[config.mk]
export PLATFORM = sky130hd
export DESIGN_NAME = idw_rdiv_cell
export DESIGN_NICKNAME = d
export VERILOG_FILES = /design/src/idw_pkg.sv /design/src/idw_rdiv_cell.sv
export SDC_FILE = /design/constraint.sdc
export NUM_CORES = 1
export LEC_CHECK = 0
export ABC_AREA = 0
export BUFFER_PORTS_ARGS = -buffer_cell sky130_fd_sc_hd__buf_4
export CAP_MARGIN = 20
export CORE_MARGIN = 1.5
export CORE_UTILIZATION = 40
export DETAILED_ROUTE_END_ITERATION = 10
export MAX_ROUTING_LAYER = met4
export PLACE_DENSITY = 0.69
export REMOVE_ABC_BUFFERS = 1
export SYNTH_ARGS = -nofsm -noshare
export SYNTH_HDL_FRONTEND = slang
export SYNTH_SLANG_ARGS = --single-unit
[constraint.sdc]
create_clock -name clk_i -period 3.65 [get_ports clk_i]
set_clock_uncertainty 0.1 [all_clocks]
set_input_delay 0.1825 -clock clk_i [delete_from_list [all_inputs] [get_ports clk_i]]
set_output_delay 0.1825 -clock clk_i [all_outputs]
set_load 0.03 [all_outputs]
[src/idw_pkg.sv]
// ----------------------------------------------------------------------------
// IDW package
// Shared types, constants and codes of the inverse distance grid interpolator.
// ----------------------------------------------------------------------------
package idw_pkg;

  localparam int MAX_POINTS_DEF      = 64;
  localparam int NODE_INDEX_BITS_DEF = 12;

  localparam int POS_W  = 20;
  localparam int VAL_W  = 24;
  localparam int ROOT_W = 32;
  localparam int SREM_W = 34;
  localparam int D2_W   = 64;
  localparam int WGT_W  = 25;

  localparam int SQ_STAGES = 32;
  localparam int RD_STAGES = 25;
  localparam int PW_STAGES = 7;

  localparam logic [1:0] MODE_CLEAR = 2'd0;
  localparam logic [1:0] MODE_LOAD  = 2'd1;
  localparam logic [1:0] MODE_QUERY = 2'd2;

  localparam logic REG_SPACING = 1'b0;
  localparam logic REG_POWER   = 1'b1;

  localparam logic [19:0] SPACING_RST = 20'd256;
  localparam logic [2:0]  POWER_RST   = 3'd2;

  localparam logic [WGT_W-1:0] W_ONE = WGT_W'(1 << 24);

  typedef struct packed {
    logic signed [VAL_W-1:0] a;
    logic signed [VAL_W-1:0] b;
    logic signed [VAL_W-1:0] c;
  } trip_t;

  typedef struct packed {
    logic [POS_W-1:0] x;
    logic [POS_W-1:0] z;
    trip_t            v;
  } pt_t;

endpackage

[src/idw_rdiv_cell.sv]
// ----------------------------------------------------------------------------
// IDW ratio divider cell
// One stage of the pipelined divider that forms dmin / d in Q.24.
// ----------------------------------------------------------------------------
module idw_rdiv_cell (
  input  logic                       clk_i,
  input  logic [idw_pkg::ROOT_W-1:0] rem_i,
  input  logic [idw_pkg::WGT_W-1:0]  quo_i,
  input  logic                       nbit_i,
  input  logic [idw_pkg::ROOT_W-1:0] den_i,
  output logic [idw_pkg::ROOT_W-1:0] rem_o,
  output logic [idw_pkg::WGT_W-1:0]  quo_o,
  output logic [idw_pkg::ROOT_W-1:0] den_o
);
  import idw_pkg::*;

  logic [ROOT_W:0] rem_n;
  logic            ge;

  always_comb begin
    rem_n = {rem_i, nbit_i};
    ge    = rem_n >= {1'b0, den_i};
  end

  always_ff @(posedge clk_i) begin
    rem_o <= ge ? ROOT_W'(rem_n - {1'b0, den_i}) : ROOT_W'(rem_n);
    quo_o <= {quo_i[WGT_W-2:0], ge};
    den_o <= den_i;
  end

endmodule

==> summary.txt <==
Power Density: 447 mW/mm²
Clock input transition at the sequential cells of the worst setup and hold paths: 0.10 ns
EDFF count, synth: 0
Worst hold path type: in2reg
Post_cts resized: 0
Sw frac: 33.9%
Largest net degree at the start of global routing: 30
Kind of critical path: in2reg
Initial Utilization: 41.7%
Top Ports: 180
CTS Hold Bufs: 86
Design Area, Final: 0.00663 mm²
Final HPWL DP: 8590 µm
Commonest non-fill, non-tap cell in the layout: buf_4
Count of final setup violators: 0
Max Freq: 0.304 GHz
Synthesized area: 0.00411 mm²
Leakage Power: 3.21 nW
Simple-Gate Fraction of Synth Area: 12.7%
Status: finished, final reports clean
Seq/Total Area, Yosys: 43.4%
Vias in the first global route: 4233
NetSw: 1.00 mW
Period minus WS final: 3.29 ns
CTS tree: yes
Die X: 104 µm
IO buf count: 178
Final WS setup: 0.359 ns
Pre-CTS setup slack: 0.584 ns
Area fraction in compound gates after synthesis: 17.8%
Critical path launch point type: primary input
Initial antenna violation count: 0
GRT Total Usage: 24.0%
RD Place Congestion: 0.831
Hold_ws: 0.0160 ns
Placed cells: 745
Die ar.: 0.0109 mm²
Layout cells sized above 1: 29.7%
Max-cap viol count: 0
Core area: 0.00986 mm²
Synth async-reset ratio: 0%
Flops & latches, synth: 89
Total number of vias: 4094
Dominant synthesized flop cell: dfxtp_1
Via density: 4.83
DRT iter0 DRCs: 129
Post-synthesis mux area share: 3.41%
P_int: 1.96 mW
Share of total power in the clock network: 27.1%
First-pass GRT wire length: 20300 µm
Adder-cell area share of the yosys netlist: 10.2%
Nets: 833
Post-route DRC: 0
Area of placed instances: 0.00554 mm²
Largest family of logic cells by synthesized area: compound AO/OA/AOI/OAI gates
Postcts setup bufs: 0
Commonest cells after routing, fill and taps aside: buf_4 (180), dfxtp_1 (89), dlygate4sd3_1 (86)
Final core occ: 67.2%
Fin cells: 847
CTS root buf: clkbuf_8
Wire per inst: 14.8 µm
Multi-input combinational cell area: 0.00204 mm²
CP endpoint kind: register
Fin crit share: 90.2%
Register area: 0.00178 mm²
Congestion Overflow GR: 0
Syn avg cell area: 9.17 µm²
Slew HR: 62.9%
H-tree Lvls: 3
Final Slew Violations: 0
Area Overhead vs Synth: 61.4%
CTS sink count: 89
Count of different cell masters after synthesis: 49
Xor and xnor area share after synthesis: 5.54%
Comb power frac: 35.1%
CP required: 3.82 ns
Worst VDD drop: 219 µV
Routed Antenna Nets: 0
Fin. Hold Viols: 0
Final wirelength: 12600 µm
Fin Setup TNS: 0 ns
Number of fillers in the final layout: 791
Slew @ Worst Pin: 0.542 ns
Critical Path Fanout Max: 15
Total CTS buffers: 9
RSZ-0062 raised after global routing: false
Arrival time of the worst setup path: 3.46 ns
Row count: 36
Mapped Cells: 448
Clk buf depth: 2
Yosys warns: 0
Die Y: 104 µm
Power, Total: 2.97 mW
DR pass1 iterations: 4
# diodes: 0
Sequential share of power: 37.8%
-- flip-flops by register name, summed over array words and instances, names as in the netlist --
name	flops
rem_o	32
quo_o	25
den_o	32
-- final cells by class --
cell class / count / share of cell area, %
Tap cell: 133 / 2.51
Multi-Input combinational cell: 296 / 30.8
Clock buffer: 10 / 2.08
Inverter: 46 / 2.60
Clock inverter: 6 / 1.47
Sequential cell: 89 / 26.9
Timing Repair Buffer: 267 / 33.7
-- Yosys cell counts, drive strengths merged, types with 4 or more instances --
cell     count  share of area [%]
o21a         6                1.1
a21o         8                1.5
xor2        10                2.1
nand2       24                2.2
clkbuf       6               0.55
nand3        8               0.97
buf         11                2.2
nor2        37                3.4
o31ai        7                1.3
mux2         8                2.9
dfxtp       89                 43
nand4        8                1.2
a21oi       55                6.8
ha          32                9.7
a2111oi      4               0.88
o21ai       21                2.6
xnor2       16                3.4
o21bai       5               0.91
inv         46                4.2
nand2b       7                1.1
-- logic make-up (layout without fill, tap and decap cells) --
kind of cell               Yosys count  after routing
AOI/OAI and AO/OA                  120            120
xor gates and xnor gates            26             26
adders and majority gates           33             33
buffers and inverters               63            329
DFF                                 89             89
muxes                               10             10
and+or+nand+nor                    107            107
-- critical path: stages --
cell and delay [ns]:
dlygate4sd3_1 0.54, buf_4 0.11, inv_1 0.03, ha_1 0.41, and3_1 0.33, nand4_1 0.22, nor4b_1 0.42, a21o_1 0.22
o21a_2 0.38, buf_4 0.28, mux2_4 0.32
-- power groups by stage --
stage                     registers [mW]  logic, mW  clock network, mW
after global placement              1.14      0.946                  0
final                               1.12       1.04              0.805
after detailed placement            1.14      0.958                  0
after global routing                1.13       1.12              0.858
after floorplan                     1.38      0.361                  0
after CTS                           1.12       1.04              0.815
-- final timing paths --
| check | from | to | depth (start not counted) | slack [ns] |
|---|---|---|---|---|
| hold / removal | rem_i[12] | rem_o[13] | 3 | 0.02 |
| setup / recovery | den_i[24] | rem_o[14] | 11 | 0.36 |
-- layer usage --
layer	global-route usage (%)	vias up	routed length (µm)
met2	42.2	144	6270
met4	7.74	0	206
met5	-	-	0
met1	27.6	1867	5410
met3	4.07	15	678
li1	-	2068	-
Note: power is estimated with default switching activity, not from simulation.
