--- src/idw_div.sv ---
// ----------------------------------------------------------------------------
// IDW final divider
// Iterative restoring divider, one quotient bit per cycle.
// ----------------------------------------------------------------------------
module idw_div #(
  parameter int NUM_W = 57,
  parameter int DEN_W = 32
) (
  input  logic             clk_i,
  input  logic             rst_ni,
  input  logic             start_i,
  input  logic [NUM_W-1:0] num_i,
  input  logic [DEN_W-1:0] den_i,
  output logic             done_o,
  output logic [NUM_W-1:0] quo_o
);
  localparam int CW = $clog2(NUM_W + 1);

  logic [CW-1:0]    cnt_q;
  logic             run_q;
  logic             done_q;
  logic [DEN_W-1:0] rem_q;
  logic [DEN_W-1:0] den_q;
  logic [NUM_W-1:0] acc_q;
  logic [DEN_W:0]   rem_n;
  logic             ge;

  always_comb begin
    rem_n = {rem_q, acc_q[NUM_W-1]};
    ge    = rem_n >= {1'b0, den_q};
  end

  always_ff @(posedge clk_i or negedge rst_ni) begin
    if (!rst_ni) begin
      cnt_q  <= '0;
      run_q  <= 1'b0;
      done_q <= 1'b0;
    end else begin
      if (start_i) begin
        cnt_q  <= '0;
        run_q  <= 1'b1;
        done_q <= 1'b0;
      end else if (run_q && cnt_q == CW'(NUM_W - 1)) begin
        run_q  <= 1'b0;
        done_q <= 1'b1;
      end else if (run_q) begin
        cnt_q  <= cnt_q + 1'b1;
        done_q <= 1'b0;
      end else begin
        done_q <= 1'b0;
      end
    end
  end

  always_ff @(posedge clk_i) begin
    if (start_i) begin
      rem_q <= '0;
      den_q <= den_i;
      acc_q <= num_i;
    end else if (run_q) begin
      rem_q <= ge ? DEN_W'(rem_n - {1'b0, den_q}) : DEN_W'(rem_n);
      acc_q <= {acc_q[NUM_W-2:0], ge};
    end
  end

  assign done_o = done_q;
  assign quo_o  = acc_q;

endmodule

--- config.mk ---
export PLATFORM = sky130hd
export DESIGN_NAME = idw_div
export DESIGN_NICKNAME = d
export VERILOG_FILES = /design/src/idw_div.sv
export SDC_FILE = /design/constraint.sdc
export NUM_CORES = 1
export LEC_CHECK = 0
export BUFFER_PORTS_ARGS = -buffer_cell sky130_fd_sc_hd__buf_2
export CAP_MARGIN = 15
export CORE_ASPECT_RATIO = 0.75
export CORE_UTILIZATION = 45
export CTS_CLUSTER_SIZE = 8
export DETAILED_ROUTE_END_ITERATION = 16
export GPL_TIMING_DRIVEN = 0
export PLACE_DENSITY = 0.71
export REMOVE_ABC_BUFFERS = 1
export SLEW_MARGIN = 20
export SYNTH_ARGS = -nofsm -noshare
export SYNTH_HDL_FRONTEND = slang
export SYNTH_SLANG_ARGS = --single-unit
export TNS_END_PERCENT = 50
--- constraint.sdc ---
create_clock -name clk_i -period 4.61 [get_ports clk_i]
set_input_delay 0.6915 -clock clk_i [delete_from_list [all_inputs] [get_ports clk_i]]
set_output_delay 0.6915 -clock clk_i [all_outputs]
set_load 0.01 [all_outputs]
==> flow_summary.ini <==
[outcome]
outcome = completed

[timing]
fmax_ghz = 0.334
setup_viol = 0
hold_viol = 0
slew_viol_final = 0
final.period_utilization_pct = 65.0
rsz0062_at_grt = no
tightest_slew_ns = 0.854
min_period_ns = 2.99
skew_ns = 0.00954
slew_headroom_pct = 43.0

[worst_setup_path]
r2r-start = den_q[16]$_DFFE_PP_
worst_ep_arrival_time_ns = 3.31
crit_chain = inv_1, ha_1, nand2_1, o21ai_0, nand2b_1, a21oi_4, o31ai_4, buf_6, nand2_1, a311oi_1
worst_r2r_endpoint = rem_q[5]$_SDFFE_PP0P_
ff2ff_setup_slack_ns = 1.62
critPathKind = reg2reg
crit_top_cell = nand2_1
startpoint_type = register
crit_fanout = 13
required_ns = 4.93
cp_slowest_cell = o31ai_4
rr_worst_depth = 10
endpoint_kind = register
slowest_delay_ns = 0.69

[yosys]
ys_types = 68
synthFlopType = edfxtp_1
yosys_warnings = 0
synthArstFlopShare_pct = 6.20
synthCells = 638
synth-edff-count = 89
avgSynthCellArea_um2 = 11.0
synth-seq-area-share_pct = 49.8
syn_area_um2 = 7050
synth_seq_cells = 129

[detailed_routing]
wl_met1_mm = 7.55
ant_nets = 0
via_count = 5264
wl_per_cell_um = 15.9
wirelength_mm = 15.9
route.met2.wl_mm = 7.06
wl_met3_mm = 1.10
drtIter0Drc = 351
vias_per_cell = 5.29
drt_first_pass_iters = 5
top_layer_used = met5
drcViolationCount = 0

[global_routing]
grt_pass1_vias = 5164
antenna_found_initial = 1
grtUsageTotal_pct = 20.6
grt_overflow = 0
grt_pass1_wl_mm = 25.6
grt_max_degree = 77

[layout]
antenna_cells = 0
final_core_util_pct = 55.9
area_growth_pct = 21.2
fin_nets = 906
final_cells = 996
drive_gt1_share_pct = 32.5
nFillCells = 1338

[clock_network]
ctsResizeCount = 0
h-tree-depth = 4
hold_buffers = 0
cts_setup_buffers = 0
cts-buffers-inserted = 17
cts_tree = built
cts_buffer_depth = 2
insertion_delay_ns = 0.42
cts-root-buf = clkbuf_16
clk_pin_slew_ns = 0.06
clock_sinks = 129

[flow_run]
maxCapViolations = 0

[place]
hpwl_mm = 11.2
place.gp.congestion = 0.853
dp.cells = 965
portBuffers = 149

[floorplan]
die_x_um = 147
ios = 150
die_y_um = 110
die-area_um2 = 16200
core_region_area_um2 = 15300
rows = 39
initial_core_util_pct = 46.1

[power]
p_leak_nw = 3.67
irDropWorstVdd_mv = 0.258
p_per_area_nw_per_um2 = 536

[min_path]
hold_class = in2async
-- Yosys cell counts (all sizes together) (3+ instances only) --
| library cell | count | area share [%] |
|---|---|---|
| dfxtp | 32 | 9.1 |
| a31oi | 3 | 0.27 |
| o21a | 4 | 0.43 |
| a21oi | 35 | 2.6 |
| nand4 | 11 | 1.2 |
| o211ai | 3 | 0.32 |
| o21bai | 4 | 0.43 |
| xnor2 | 15 | 1.9 |
| nand2 | 67 | 3.6 |
| a32oi | 4 | 0.50 |
| mux2i | 8 | 1.1 |
| a311oi | 15 | 1.9 |
| a21o | 9 | 0.96 |
| a211oi | 5 | 0.53 |
| nand2b | 4 | 0.35 |
| nand3 | 12 | 0.85 |
| clkbuf | 13 | 0.69 |
| xor2 | 14 | 1.7 |
| nor3 | 7 | 0.57 |
| buf | 18 | 2.1 |
| mux2 | 57 | 9.1 |
| o21ai | 35 | 2.5 |
| edfxtp | 89 | 38 |
| ha | 34 | 6.0 |
| and2 | 3 | 0.30 |
| inv | 47 | 2.5 |
| dfrtp | 8 | 2.8 |
| nor2 | 42 | 2.2 |
-- registers in the layout, summed over array words and instances, names as in the netlist --
name    flops
cnt_q       6
done_o      1
run_q       1
rem_q      32
quo_o      57
den_q      32
-- cell families (layout without fill, tap and decap cells) --
group                    Yosys count  after routing  synth area share, %
AO/OA/AOI/OAI                    141            141                 13.9
XOR/XNOR                          29             29                 3.60
adder cells (fa/ha/maj)           35             35                 6.32
buffers and inverters             79            232                 5.45
flip-flops                       129            129                 49.8
multiplexers                      65             65                 10.2
AND/OR/NAND/NOR                  160            160                 10.6
-- stage by stage --
step	hold slack, ns	setup TNS [ns]	setup slack (ns)	total power [mW]	cell area, um2
6_report	0.103	0	1.62	4.58	8540
5_1_grt	0.0932	0	1.39	4.88	8540
4_1_cts	0.0944	0	1.64	4.60	8540
3_5_place_dp	0.479	0	1.65	3.23	7960
3_3_place_gp	0.473	-90.11	-1.56	3.20	7840
2_1_floorplan	0.396	0	1.57	2.80	6840
-- area by class of cell --
type	instances	area, um2	share of cell area, %
Tap cell	205	256	3.00
Clock buffer	18	429	5.02
Multi-Input combinational cell	430	3150	36.9
Inverter	47	179	2.09
Sequential cell	129	3510	41.1
Timing Repair Buffer	154	861	10.1
Clock inverter	13	150	1.76
-- critical path: cells and delay by family (launching register included) --
kind	cells	cell delay, ns
buf+inv	2	0.31
simple gates	3	0.36
flops	1	0.33
compound gates	4	1.49
fa+ha+maj	1	0.40
-- where the power goes --
group          internal [mW]  switching [mW]
combinational          0.705           0.941
sequential              1.46           0.135
clock                  0.804           0.537
total                   2.97            1.61
-- layout by cell type, fill, tap and decap left out, drive strengths merged, types with 3 or more instances in the layout --
cell	Yosys	layout
a21oi	35	35
o21bai	4	4
a31oi	3	3
a211oi	5	5
xnor2	15	15
o211ai	3	3
nand2b	4	4
dfrtp	8	8
a21o	9	9
nand2	67	67
o21ai	35	35
and2	3	3
mux2	57	57
edfxtp	89	89
xor2	14	14
buf	18	154
nor2	42	42
inv	47	54
mux2i	8	8
nand4	11	11
nand3	12	12
a32oi	4	4
o21a	4	4
ha	34	34
nor3	7	7
clkbuf	13	18
dfxtp	32	32
a311oi	15	15
-- worst max path at each step --
stage                              from                      to  cells after the start
floorplan             run_q$_DFFE_PN0P_      quo_o[0]$_DFFE_PP_                      2
detailed placement  den_q[14]$_DFFE_PP_   rem_q[5]$_SDFFE_PP0P_                     10
global placement                start_i   rem_q[0]$_SDFFE_PP0P_                      4
CTS                 den_q[14]$_DFFE_PP_   rem_q[5]$_SDFFE_PP0P_                     10
finish              den_q[16]$_DFFE_PP_   rem_q[5]$_SDFFE_PP0P_                     10
global route        den_q[15]$_DFFE_PP_  rem_q[31]$_SDFFE_PP0P_                     10
-- layer usage --
| metal | vias up | global-route usage [%] |
|---|---|---|
| li1 | 2624 | - |
| met1 | 2463 | 26.9 |
| met2 | 163 | 32.6 |
| met3 | 12 | 7.33 |
| met4 | 2 | 5.80 |
| met5 | - | 0 |
No activity file was read; power rests on OpenSTA's default activity.
