[src/idw_pkg.sv]
// ----------------------------------------------------------------------------
// IDW package
// Shared types, constants and codes of the inverse distance grid interpolator.
// ----------------------------------------------------------------------------
package idw_pkg;

  localparam int MAX_POINTS_DEF      = 64;
  localparam int NODE_INDEX_BITS_DEF = 12;

  localparam int POS_W  = 20;
  localparam int VAL_W  = 24;
  localparam int ROOT_W = 32;
  localparam int SREM_W = 34;
  localparam int D2_W   = 64;
  localparam int WGT_W  = 25;

  localparam int SQ_STAGES = 32;
  localparam int RD_STAGES = 25;
  localparam int PW_STAGES = 7;

  localparam logic [1:0] MODE_CLEAR = 2'd0;
  localparam logic [1:0] MODE_LOAD  = 2'd1;
  localparam logic [1:0] MODE_QUERY = 2'd2;

  localparam logic REG_SPACING = 1'b0;
  localparam logic REG_POWER   = 1'b1;

  localparam logic [19:0] SPACING_RST = 20'd256;
  localparam logic [2:0]  POWER_RST   = 3'd2;

  localparam logic [WGT_W-1:0] W_ONE = WGT_W'(1 << 24);

  typedef struct packed {
    logic signed [VAL_W-1:0] a;
    logic signed [VAL_W-1:0] b;
    logic signed [VAL_W-1:0] c;
  } trip_t;

  typedef struct packed {
    logic [POS_W-1:0] x;
    logic [POS_W-1:0] z;
    trip_t            v;
  } pt_t;

endpackage

[src/idw_sqrt_cell.sv]
// ----------------------------------------------------------------------------
// IDW square root cell
// One stage of the pipelined integer square root; resolves one root bit.
// ----------------------------------------------------------------------------
module idw_sqrt_cell (
  input  logic                       clk_i,
  input  logic [idw_pkg::SREM_W-1:0] rem_i,
  input  logic [idw_pkg::ROOT_W-1:0] root_i,
  input  logic [idw_pkg::D2_W-1:0]   src_i,
  output logic [idw_pkg::SREM_W-1:0] rem_o,
  output logic [idw_pkg::ROOT_W-1:0] root_o,
  output logic [idw_pkg::D2_W-1:0]   src_o
);
  import idw_pkg::*;

  logic [SREM_W+1:0] rem_n;
  logic [SREM_W+1:0] trial;
  logic              ge;

  always_comb begin
    rem_n = {rem_i, src_i[D2_W-1:D2_W-2]};
    trial = (SREM_W+2)'({root_i, 2'b01});
    ge    = rem_n >= trial;
  end

  always_ff @(posedge clk_i) begin
    rem_o  <= ge ? SREM_W'(rem_n - trial) : SREM_W'(rem_n);
    root_o <= {root_i[ROOT_W-2:0], ge};
    src_o  <= {src_i[D2_W-3:0], 2'b00};
  end

endmodule

[config.mk]
export PLATFORM = sky130hd
export DESIGN_NAME = idw_sqrt_cell
export DESIGN_NICKNAME = d
export VERILOG_FILES = /design/src/idw_pkg.sv /design/src/idw_sqrt_cell.sv
export SDC_FILE = /design/constraint.sdc
export NUM_CORES = 1
export LEC_CHECK = 0
export BUFFER_PORTS_ARGS = -buffer_cell sky130_fd_sc_hd__buf_2
export CAP_MARGIN = 20
export CORE_ASPECT_RATIO = 1.1
export CORE_MARGIN = 5
export CORE_UTILIZATION = 49
export CTS_CLUSTER_DIAMETER = 100
export DETAILED_ROUTE_END_ITERATION = 10
export PLACE_DENSITY = 0.92
export SLEW_MARGIN = 20
export SYNTH_ARGS = -nofsm -noshare
export SYNTH_HDL_FRONTEND = slang
export SYNTH_SLANG_ARGS = --single-unit
[constraint.sdc]
create_clock -name clk_i -period 6.94 [get_ports clk_i]
set_input_delay 0.694 -clock clk_i [delete_from_list [all_inputs] [get_ports clk_i]]
set_output_delay 0.694 -clock clk_i [all_outputs]
set_load 0.02 [all_outputs]
==> results_dict.tcl, run 1 <==
set metrics [dict create \
    ir_worst_vdd_uv 147 \
    cp_max_fo 64 \
    ys_top_cells_by_area "dfxtp_1 51%, ha_1 8.5%, nand2_1 4.3%, o21ai_0 4.1%, inv_1 3.1%" \
    drc 0 \
    finalHoldViolations 0 \
    placedCellCount 870 \
    worst-endpoint-required_ns 7.35 \
    synth_edf_count 0 \
    num_vias 4685 \
    switchingPower_uw 636 \
    ys_warn_count 0 \
    slew-limit-headroom 0.581 \
    synthToLayoutAreaGrowth_pct 38.9 \
    cap_violations 0 \
    wl_um 15700 \
    pwr-share-seq 0.381 \
    endpoint "rem_o[27]" \
    endpoint_kind "flop" \
    first_pass_iters 6 \
    placed_area_um2 6380 \
    ys_types 62 \
    routed_via_density 5.19 \
    gp_congestion 0.899 \
    cts_setup_buffers 0 \
    startpoint "rem_i[7]" \
    cts_hold_buf 0 \
    wire_per_inst_um 17.4 \
    start_util 0.507 \
    clkPwrFrac 0.412 \
    crit_type "input port to flop" \
    synth_top_area_share 0.509 \
    antenna_found_initial 0 \
    layout-drive-gt1-share 0.399 \
    grt_usage 0.253 \
    core_um2 9940 \
    multiInputGateArea_um2 2220 \
    start_kind "input port" \
    grt_pass1_vias 4743 \
    yosysSeqAreaShare 0.509 \
    synthFlopType "dfxtp_1" \
    synthCells 507 \
    cts_max_level 4 \
    hpwlAfterDp_um 12500 \
    ctsResizeCount 0 \
    cts_tree "done" \
    die_area_um2 12400 \
    die_height_um 116 \
    nNetsFinal 934 \
    grt_overflow 0 \
    final_core_utilization 0.704 \
    p_int_mw 1.53 \
    min_period_ns 3.10 \
    combPwrFrac 0.207 \
    yosysTopAreaCell "dfxtp_1" \
    drtAntennaViolNets 0 \
    switching_share 0.294 \
    finalMaxSlewViolations 0 \
    fin_area_um2 6990 \
    std_cell_rows 38 \
    cts_made_buffers 17 \
    clk_pin_slew_worst_paths_ns 0.06 \
    power_density_nw_per_um2 310 \
    avgSynthCellArea_um2 9.93 \
    hold_ws_ns 0.274 \
    drtIter0Drc 188 \
    grt_max_degree 65 \
    finalCritPeriodShare 0.446 \
    hold_class "input port to flop" \
    numPortBuffers 258 \
    cts-root-buf "clkbuf_8" \
    tightest_slew_ns 0.628 \
    total_power_mw 2.17 \
    place_ws_ns 3.02 \
    p_leak_nw 3.55 \
    setup_tns_ns 0 \
    fin_ws_ns 3.84 \
    seqCellArea_um2 2560 \
    setup_viol 0 \
    clock_sinks 128 \
    fmaxAchievable_mhz 323 \
    crit_arrival_ns 3.51 \
    fp.dieW_um 107 \
    ys_seq_elements 128 \
    grt_pass1_wl_um 24100 \
    num_io_pins 261 \
    rsz0062_at_grt "false" \
    synth_area_um2 5030 \
    outcome "finished, final reports clean" \
    async_flop_share 0 \
    final_cells 903 \
    fill_cells 756 \
    clk_path_buf_depth 2 \
]
-- final cells by class --
| cell class | count | share of cell area |
|---|---|---|
| Tap cell | 120 | 0.0215 |
| Timing Repair Buffer | 258 | 0.185 |
| Antenna cell | 1 | 0.000358 |
| Multi-Input combinational cell | 321 | 0.318 |
| Clock inverter | 14 | 0.0258 |
| Clock buffer | 18 | 0.0598 |
| Sequential cell | 128 | 0.366 |
| Inverter | 43 | 0.0233 |
-- critical path, cell delays in order --
cell and delay [ns]:
buf_2 0.11, ha_1 0.40, a21o_1 0.25, o41ai_2 0.34, o211ai_1 0.25, a211oi_1 0.35
o21a_4 0.59, clkinv_2 0.18, mux2_4 0.33
-- synth_stat cells (2+ instances only) --
library cell	count
a21boi_0	2
nand3_1	6
dfxtp_1	128
nand2b_1	5
xnor2_1	14
buf_2	6
o31ai_1	4
nor2_1	18
a21oi_1	28
o21ai_1	4
ha_1	34
nand2_1	58
inv_1	42
o21ai_0	41
o31a_1	2
and3_2	3
xor2_1	13
nor3_1	10
clkbuf_2	2
mux2i_1	4
o21a_1	3
and3_1	2
a31o_1	2
o41ai_2	3
and2_2	2
a21o_1	19
o221ai_1	2
a31oi_1	4
o211ai_1	2
buf_4	2
and2_1	3
nand4_1	6
clkbuf_1	4
-- sequential cells by signal (all words and copies together), names as in the netlist --
name    cells
rem_o      34
root_o     32
src_o      62
-- worst min-delay path by stage --
stage                     startpoint         end  slack [ns]  cells after the start
final                      src_i[41]   src_o[43]        0.27                      1
after global routing       src_i[59]   src_o[61]        0.24                      1
after CTS                   src_i[7]    src_o[9]        0.26                      1
after detailed placement    src_i[7]    src_o[9]        0.80                      1
after global placement     src_i[23]   src_o[25]        0.80                      1
after floorplan            root_i[9]  root_o[10]        0.72                      0
-- cells in the final DEF, fill, tap and decap left out, types with 5 or more instances in the layout --
master	synthesis	layout
ha_1	34	34
xor2_1	13	13
o21ai_0	41	41
nand3_1	6	6
nand4_1	6	6
nand2_1	58	58
a21o_1	19	19
nor2_1	18	18
xnor2_1	14	14
buf_2	6	258
nor3_1	10	10
dfxtp_1	128	128
inv_1	42	42
a21oi_1	28	28
clkbuf_16	0	16
nand2b_1	5	5
-- layer usage --
layer	GRT usage	routed length (um)	up-vias
met1	0.280	5980	2154
met4	0.0699	191	0
met3	0.109	1730	20
li1	-	-	2272
met5	0	0	-
met2	0.445	7780	239
-- power by group through the flow --
stage | Sequential (mW) | Clock, mW | Combinational (mW)
2_1_floorplan | 0.938 | 0 | 0.189
3_3_place_gp | 0.838 | 0 | 0.437
3_5_place_dp | 0.840 | 0 | 0.445
4_1_cts | 0.826 | 0.902 | 0.449
5_1_grt | 0.832 | 0.946 | 0.488
6_report | 0.825 | 0.892 | 0.448
-- kinds of logic after synthesis --
kind of cell,synth area share
buffers and inverters,0.0512
other,0.000745
adder cells (fa/ha/maj),0.0845
multiplexers,0.0109
XOR/XNOR,0.0470
flip-flops,0.509
AND/OR/NAND/NOR,0.111
AO/OA/AOI/OAI,0.185
(Power assumes the default switching activity.)
==> run 2: changes to the inputs <==
Settings changed: ABC_AREA from default to 1, CORE_UTILIZATION 49 to 47, PLACE_DENSITY 0.92 to 0.86.
Clock period 6.94 ns to 3.2 ns, I/O delays scaled along.
==> results_dict.tcl, run 2 <==
set metrics [dict create \
    outcome "finished, final reports clean" \
    p_int_mw 3.40 \
    cts_hold_buf 34 \
    ys_top_cells_by_area "dfxtp_1 46%, nand2_1 19%, inv_1 9.3%, ha_1 7.6%, nand3_1 3.4%" \
    cts_max_level 4 \
    ys_top_cells_by_count "288 x nand2_1, 139 x inv_1, 128 x dfxtp_1" \
    hold_class "input port to flop" \
    antenna_found_initial 4 \
    wl_um 22400 \
    total_power_mw 4.91 \
    avgSynthCellArea_um2 7.25 \
    finalCritPeriodShare 0.788 \
    endpoint_kind "flop" \
    clk_pin_slew_worst_paths_ns 0.06 \
    setup_viol 0 \
    synth_area_um2 5620 \
    cts-root-buf "clkbuf_16" \
    combPwrFrac 0.222 \
    drtAntennaViolNets 0 \
    largest-register "src_o" \
    rsz0062_at_grt "false" \
    nNetsFinal 1248 \
    first_pass_iters 6 \
    cts_setup_buffers 0 \
    die_height_um 125 \
    fmaxAchievable_mhz 396 \
    grt_max_degree 34 \
    routed_via_density 4.93 \
    core_um2 11600 \
    synthCells 775 \
    final_cells 1248 \
    path_buf_inv 4 \
    ys_seq_elements 128 \
    grt_pass1_vias 6194 \
    clock_sinks 128 \
    pwr-share-seq 0.366 \
    fill_cells 913 \
    crit_arrival_ns 2.89 \
    power_density_nw_per_um2 612 \
    placed_area_um2 7040 \
    wire_per_inst_um 17.9 \
    fin_area_um2 8020 \
    cpLargestDelayFamily "simple AND/OR/NAND/NOR gates" \
    std_cell_rows 41 \
    async_flop_share 0 \
    final_common_cell "nand2_1" \
    final_cell_mix "288 x nand2_1, 258 x buf_2, 139 x inv_1, 128 x dfxtp_1, 49 x nor2_1" \
    yosysTopAreaCell "dfxtp_1" \
    cp_max_fo 33 \
    num_vias 6157 \
    synthFlopType "dfxtp_1" \
    finalHoldViolations 0 \
    wl_met1_um 8100 \
    slowest_delay_ns 0.52 \
    synth.most_common_cell "nand2_1" \
    clk_path_buf_depth 2 \
    grt_pass1_wl_um 33300 \
    gp_congestion 0.940 \
    grt_usage 0.302 \
    setup_tns_ns 0 \
    cp_slowest_cell "dlygate4sd3_1" \
    ir_worst_vdd_uv 485 \
    placedCellCount 1178 \
    top_layer "met5" \
    place_ws_ns 0.801 \
    drtIter0Drc 524 \
    yosysSeqAreaShare 0.456 \
    synth_edf_count 0 \
    ys_warn_count 0 \
    layout-drive-gt1-share 0.279 \
    numPortBuffers 258 \
    worst-endpoint-required_ns 3.57 \
    hpwlAfterDp_um 15500 \
    dr_wl_met2_um 10800 \
    crit_type "input port to flop" \
    p_leak_nw 4.60 \
    die_area_um2 14200 \
    grt_overflow 0 \
    cp_common_cell "nand2_1" \
    start_util 0.484 \
    fin_ws_ns 0.678 \
    min_period_ns 2.52 \
    cp_cell_sequence "dlygate4sd3_1, buf_2, inv_1, ha_1, nand2_1, nand3_1, nand3_1, nand3_2, nand2_1, nand2_1, nand2_1, nand2_4, inv_4, nand2_1, nand2_1" \
    cts_made_buffers 17 \
    start_kind "input port" \
    largest_reg_flops 62 \
    finalMaxSlewViolations 0 \
    num_io_pins 261 \
    switching_share 0.308 \
    reg_top3 "src_o: 62 flops, rem_o: 34 flops, root_o: 32 flops" \
    cts_tree "done" \
    switchingPower_mw 1.51 \
    clkPwrFrac 0.412 \
    cap_violations 0 \
    fp.dieW_um 114 \
    synth_top_area_share 0.456 \
    synthToLayoutAreaGrowth_pct 42.8 \
    wl_met3_um 2390 \
    ctsResizeCount 0 \
    drc 0 \
    ys_types 25 \
]
==> run 2: cell families after synthesis <==
| group | synth area share |
|---|---|
| fa+ha+maj | 0.0757 |
| other cells | 0.000668 |
| flops | 0.456 |
| simple gates | 0.293 |
| compound gates | 0.0394 |
| xor+xnor | 0.0281 |
| buf+inv | 0.107 |
==> run 2: layer usage <==
metal / track usage / up-vias
met5: 0 / -
met4: 0.149 / 2
met3: 0.104 / 72
met2: 0.516 / 382
met1: 0.330 / 2745
li1: - / 2956
==> run 2: power groups by stage <==
stage | logic (mW) | registers, mW | clock network (mW)
detailed placement | 1.01 | 1.82 | 0
global placement | 1.00 | 1.81 | 0
global route | 1.19 | 1.80 | 2.09
floorplan | 0.441 | 2.02 | 0
CTS | 1.06 | 1.79 | 2.01
finish | 1.09 | 1.79 | 2.02
==> run 2: final timing paths <==
check	slack, ns	cells past startpoint	from	to
min	0.002	1	src_i[50]	src_o[52]
max	0.68	15	root_i[1]	rem_o[15]
==> run 2: stage by stage <==
stage	utilization	hold slack, ns
2_1_floorplan	-	0.348
3_3_place_gp	0.607	0.423
3_5_place_dp	0.607	0.424
4_1_cts	0.690	0.000209
5_1_grt	0.692	-0.000881
6_report	0.692	0.00226
==> run 2: area by class of cell <==
type                            count  area [um^2]  share of cell area
Clock buffer                       20          457              0.0569
Tap cell                          150          188              0.0234
Antenna cell                        3         7.51            0.000936
Timing Repair Buffer              296         1670               0.208
Multi-Input combinational cell    500         2460               0.307
Sequential cell                   128         2560               0.319
Clock inverter                     11          154              0.0192
Inverter                          140          528              0.0658
==> run 3: changes to the inputs <==
Settings changed: CORE_UTILIZATION 47 to 42, PLACE_DENSITY 0.86 to 0.82.
Clock period 3.2 ns to 2.2 ns, I/O delays scaled along.
==> results_dict.tcl, run 3 (same netlist as run 2, synthesis figures left out) <==
set metrics [dict create \
    cts_made_buffers 17 \
    dr_wl_met2_um 11800 \
    seqCellArea_um2 2560 \
    layout-drive-gt1-share 0.325 \
    cp_max_fo 9 \
    min-delay-start "rem_i[16]" \
    ir_worst_vdd_uv 511 \
    worst-endpoint-required_ns 2.51 \
    std_cell_rows 44 \
    core_um2 13200 \
    fp.dieW_um 120 \
    drtIter0Drc 353 \
    grt_pass1_vias 6463 \
    cp_common_cell "nand2_1" \
    setup_viol 0 \
    switching_share 0.317 \
    setup_tns_ns 0 \
    wire_per_inst_um 17.8 \
    min_path_cells 3 \
    clk_path_buf_depth 2 \
    largest-register "src_o" \
    cp_cell_sequence "dlygate4sd3_1, buf_2, inv_1, ha_4, nand2_1, nand2_1, inv_1, nand2_1, nand2_1, nand2_2, a21oi_2, nand2_2, nand2_4, nand2_8, clkbuf_16, nand2_1, nand2_1" \
    fmaxAchievable_mhz 464 \
    finalCritPeriodShare 0.980 \
    worstHoldEndpoint "rem_o[18]" \
    die_height_um 131 \
    switchingPower_mw 2.39 \
    antenna_cells 0 \
    die_area_um2 15800 \
    clkPwrFrac 0.401 \
    finalHoldViolations 0 \
    num_vias 6473 \
    grt_overflow 0 \
    p_leak_nw 5.10 \
    grt_usage 0.272 \
    endpoint_kind "flop" \
    wl_um 23800 \
    synthToLayoutAreaGrowth_pct 68.1 \
    grt_pass1_wl_um 33800 \
    drtAntennaViolNets 0 \
    hold_class "input port to flop" \
    nNetsFinal 1328 \
    crit_type "input port to flop" \
    cts_max_level 4 \
    routed_via_density 4.84 \
    start_util 0.427 \
    grt_max_degree 37 \
    largest_reg_flops 62 \
    hpwlAfterDp_um 15100 \
    final_cell_mix "266 x nand2_1, 251 x buf_2, 136 x inv_1, 128 x dfxtp_1, 98 x dlygate4sd3_1" \
    num_io_pins 261 \
    final_common_cell "nand2_1" \
    first_pass_iters 5 \
    antenna_found_initial 0 \
    clk_pin_slew_worst_paths_ns 0.06 \
    cap_violations 0 \
    wl_met1_um 9230 \
    fin_ws_ns 0.0448 \
    min_period_ns 2.16 \
    p_int_mw 5.15 \
    pwr-share-seq 0.347 \
    power_density_nw_per_um2 798 \
    combPwrFrac 0.253 \
    fill_cells 895 \
    place_ws_ns 0.0812 \
    cp_slowest_cell "dlygate4sd3_1" \
    start_kind "input port" \
    finalMaxSlewViolations 0 \
    multiInputGateArea_um2 2960 \
    reg_top3 "src_o: 62 flops, rem_o: 34 flops, root_o: 32 flops" \
    numPortBuffers 258 \
    cts-root-buf "clkbuf_16" \
    top_layer "met4" \
    outcome "finished, final reports clean" \
    drc 0 \
    slowest_delay_ns 0.54 \
    crit_arrival_ns 2.46 \
    clock_sinks 128 \
    wl_met3_um 1840 \
    cts_tree "done" \
    gp_congestion 0.929 \
]
run 3: cell types whose count changed in the layout (fill, tap and decap cells not counted), sizes merged:
cell          delta
clkinvlp         -1
clkinv           +2
diode            -3
buf             +12
clkbuf           +1
inv              +2
dlymetal6s4s     +3
dlygate4sd3     +62
run 3: power groups by stage:
stage,Clock [mW],Combinational [mW],Sequential [mW]
after floorplan,0,0.641,2.93
after global placement,0,1.50,2.64
after detailed placement,0,1.51,2.64
after CTS,2.99,1.66,2.60
after global routing,3.12,2.05,2.63
final,3.02,1.90,2.61
run 3: through the flow:
stage / instance area [um^2] / hold WS (ns) / utilization / instances / power [mW]
2_1_floorplan: 5620 / 0.248 / - / 776 / 3.57
3_5_place_dp: 7200 / 0.324 / 0.547 / 1201 / 4.15
3_3_place_gp: 7200 / 0.323 / 0.547 / 1201 / 4.13
4_1_cts: 8830 / 0.00195 / 0.671 / 1334 / 7.25
5_1_grt: 9440 / 0.00690 / 0.717 / 1337 / 7.79
6_report: 9440 / 0.0102 / 0.717 / 1337 / 7.54
run 3: metal layers:
layer | vias to the layer above | GRT usage
li1 | 3123 | -
met1 | 2990 | 0.319
met2 | 302 | 0.465
met3 | 58 | 0.0692
met4 | 0 | 0.122
met5 | - | 0
run 3: how the worst max path moves through the flow:
stage | start | to | slack [ns] | cells after the start
after floorplan | root_i[13] | rem_o[25] | 0.48 | 15
after global placement | src_i[62] | rem_o[26] | 0.11 | 15
after detailed placement | src_i[62] | rem_o[26] | 0.08 | 15
after CTS | rem_i[7] | rem_o[26] | 0.01 | 14
after global routing | root_i[11] | rem_o[30] | -0.07 | 15
final | root_i[13] | rem_o[14] | 0.04 | 17
run 3: what timing repair did:
action	CTS	global route
resized for setup	0	89
hold buffers	101	0
setup buffers	0	6
hold endpoints to repair	101	0
setup endpoints to repair	0	35
run 3: cell type report:
class,instances,area share
timing repair buffer,376,0.271
tap,161,0.0213
sequential,128,0.271
clock inverter,14,0.0190
inverter,140,0.0570
clock buffer,18,0.0465
multi-input combinational,500,0.313
run 3: worst max-delay path: cells and delay by family:
family,cells,cell delay [ns]
adders and majority gates,1,0.23
AOI/OAI and AO/OA,1,0.18
and+or+nand+nor,10,0.78
buffers and inverters,5,1.04
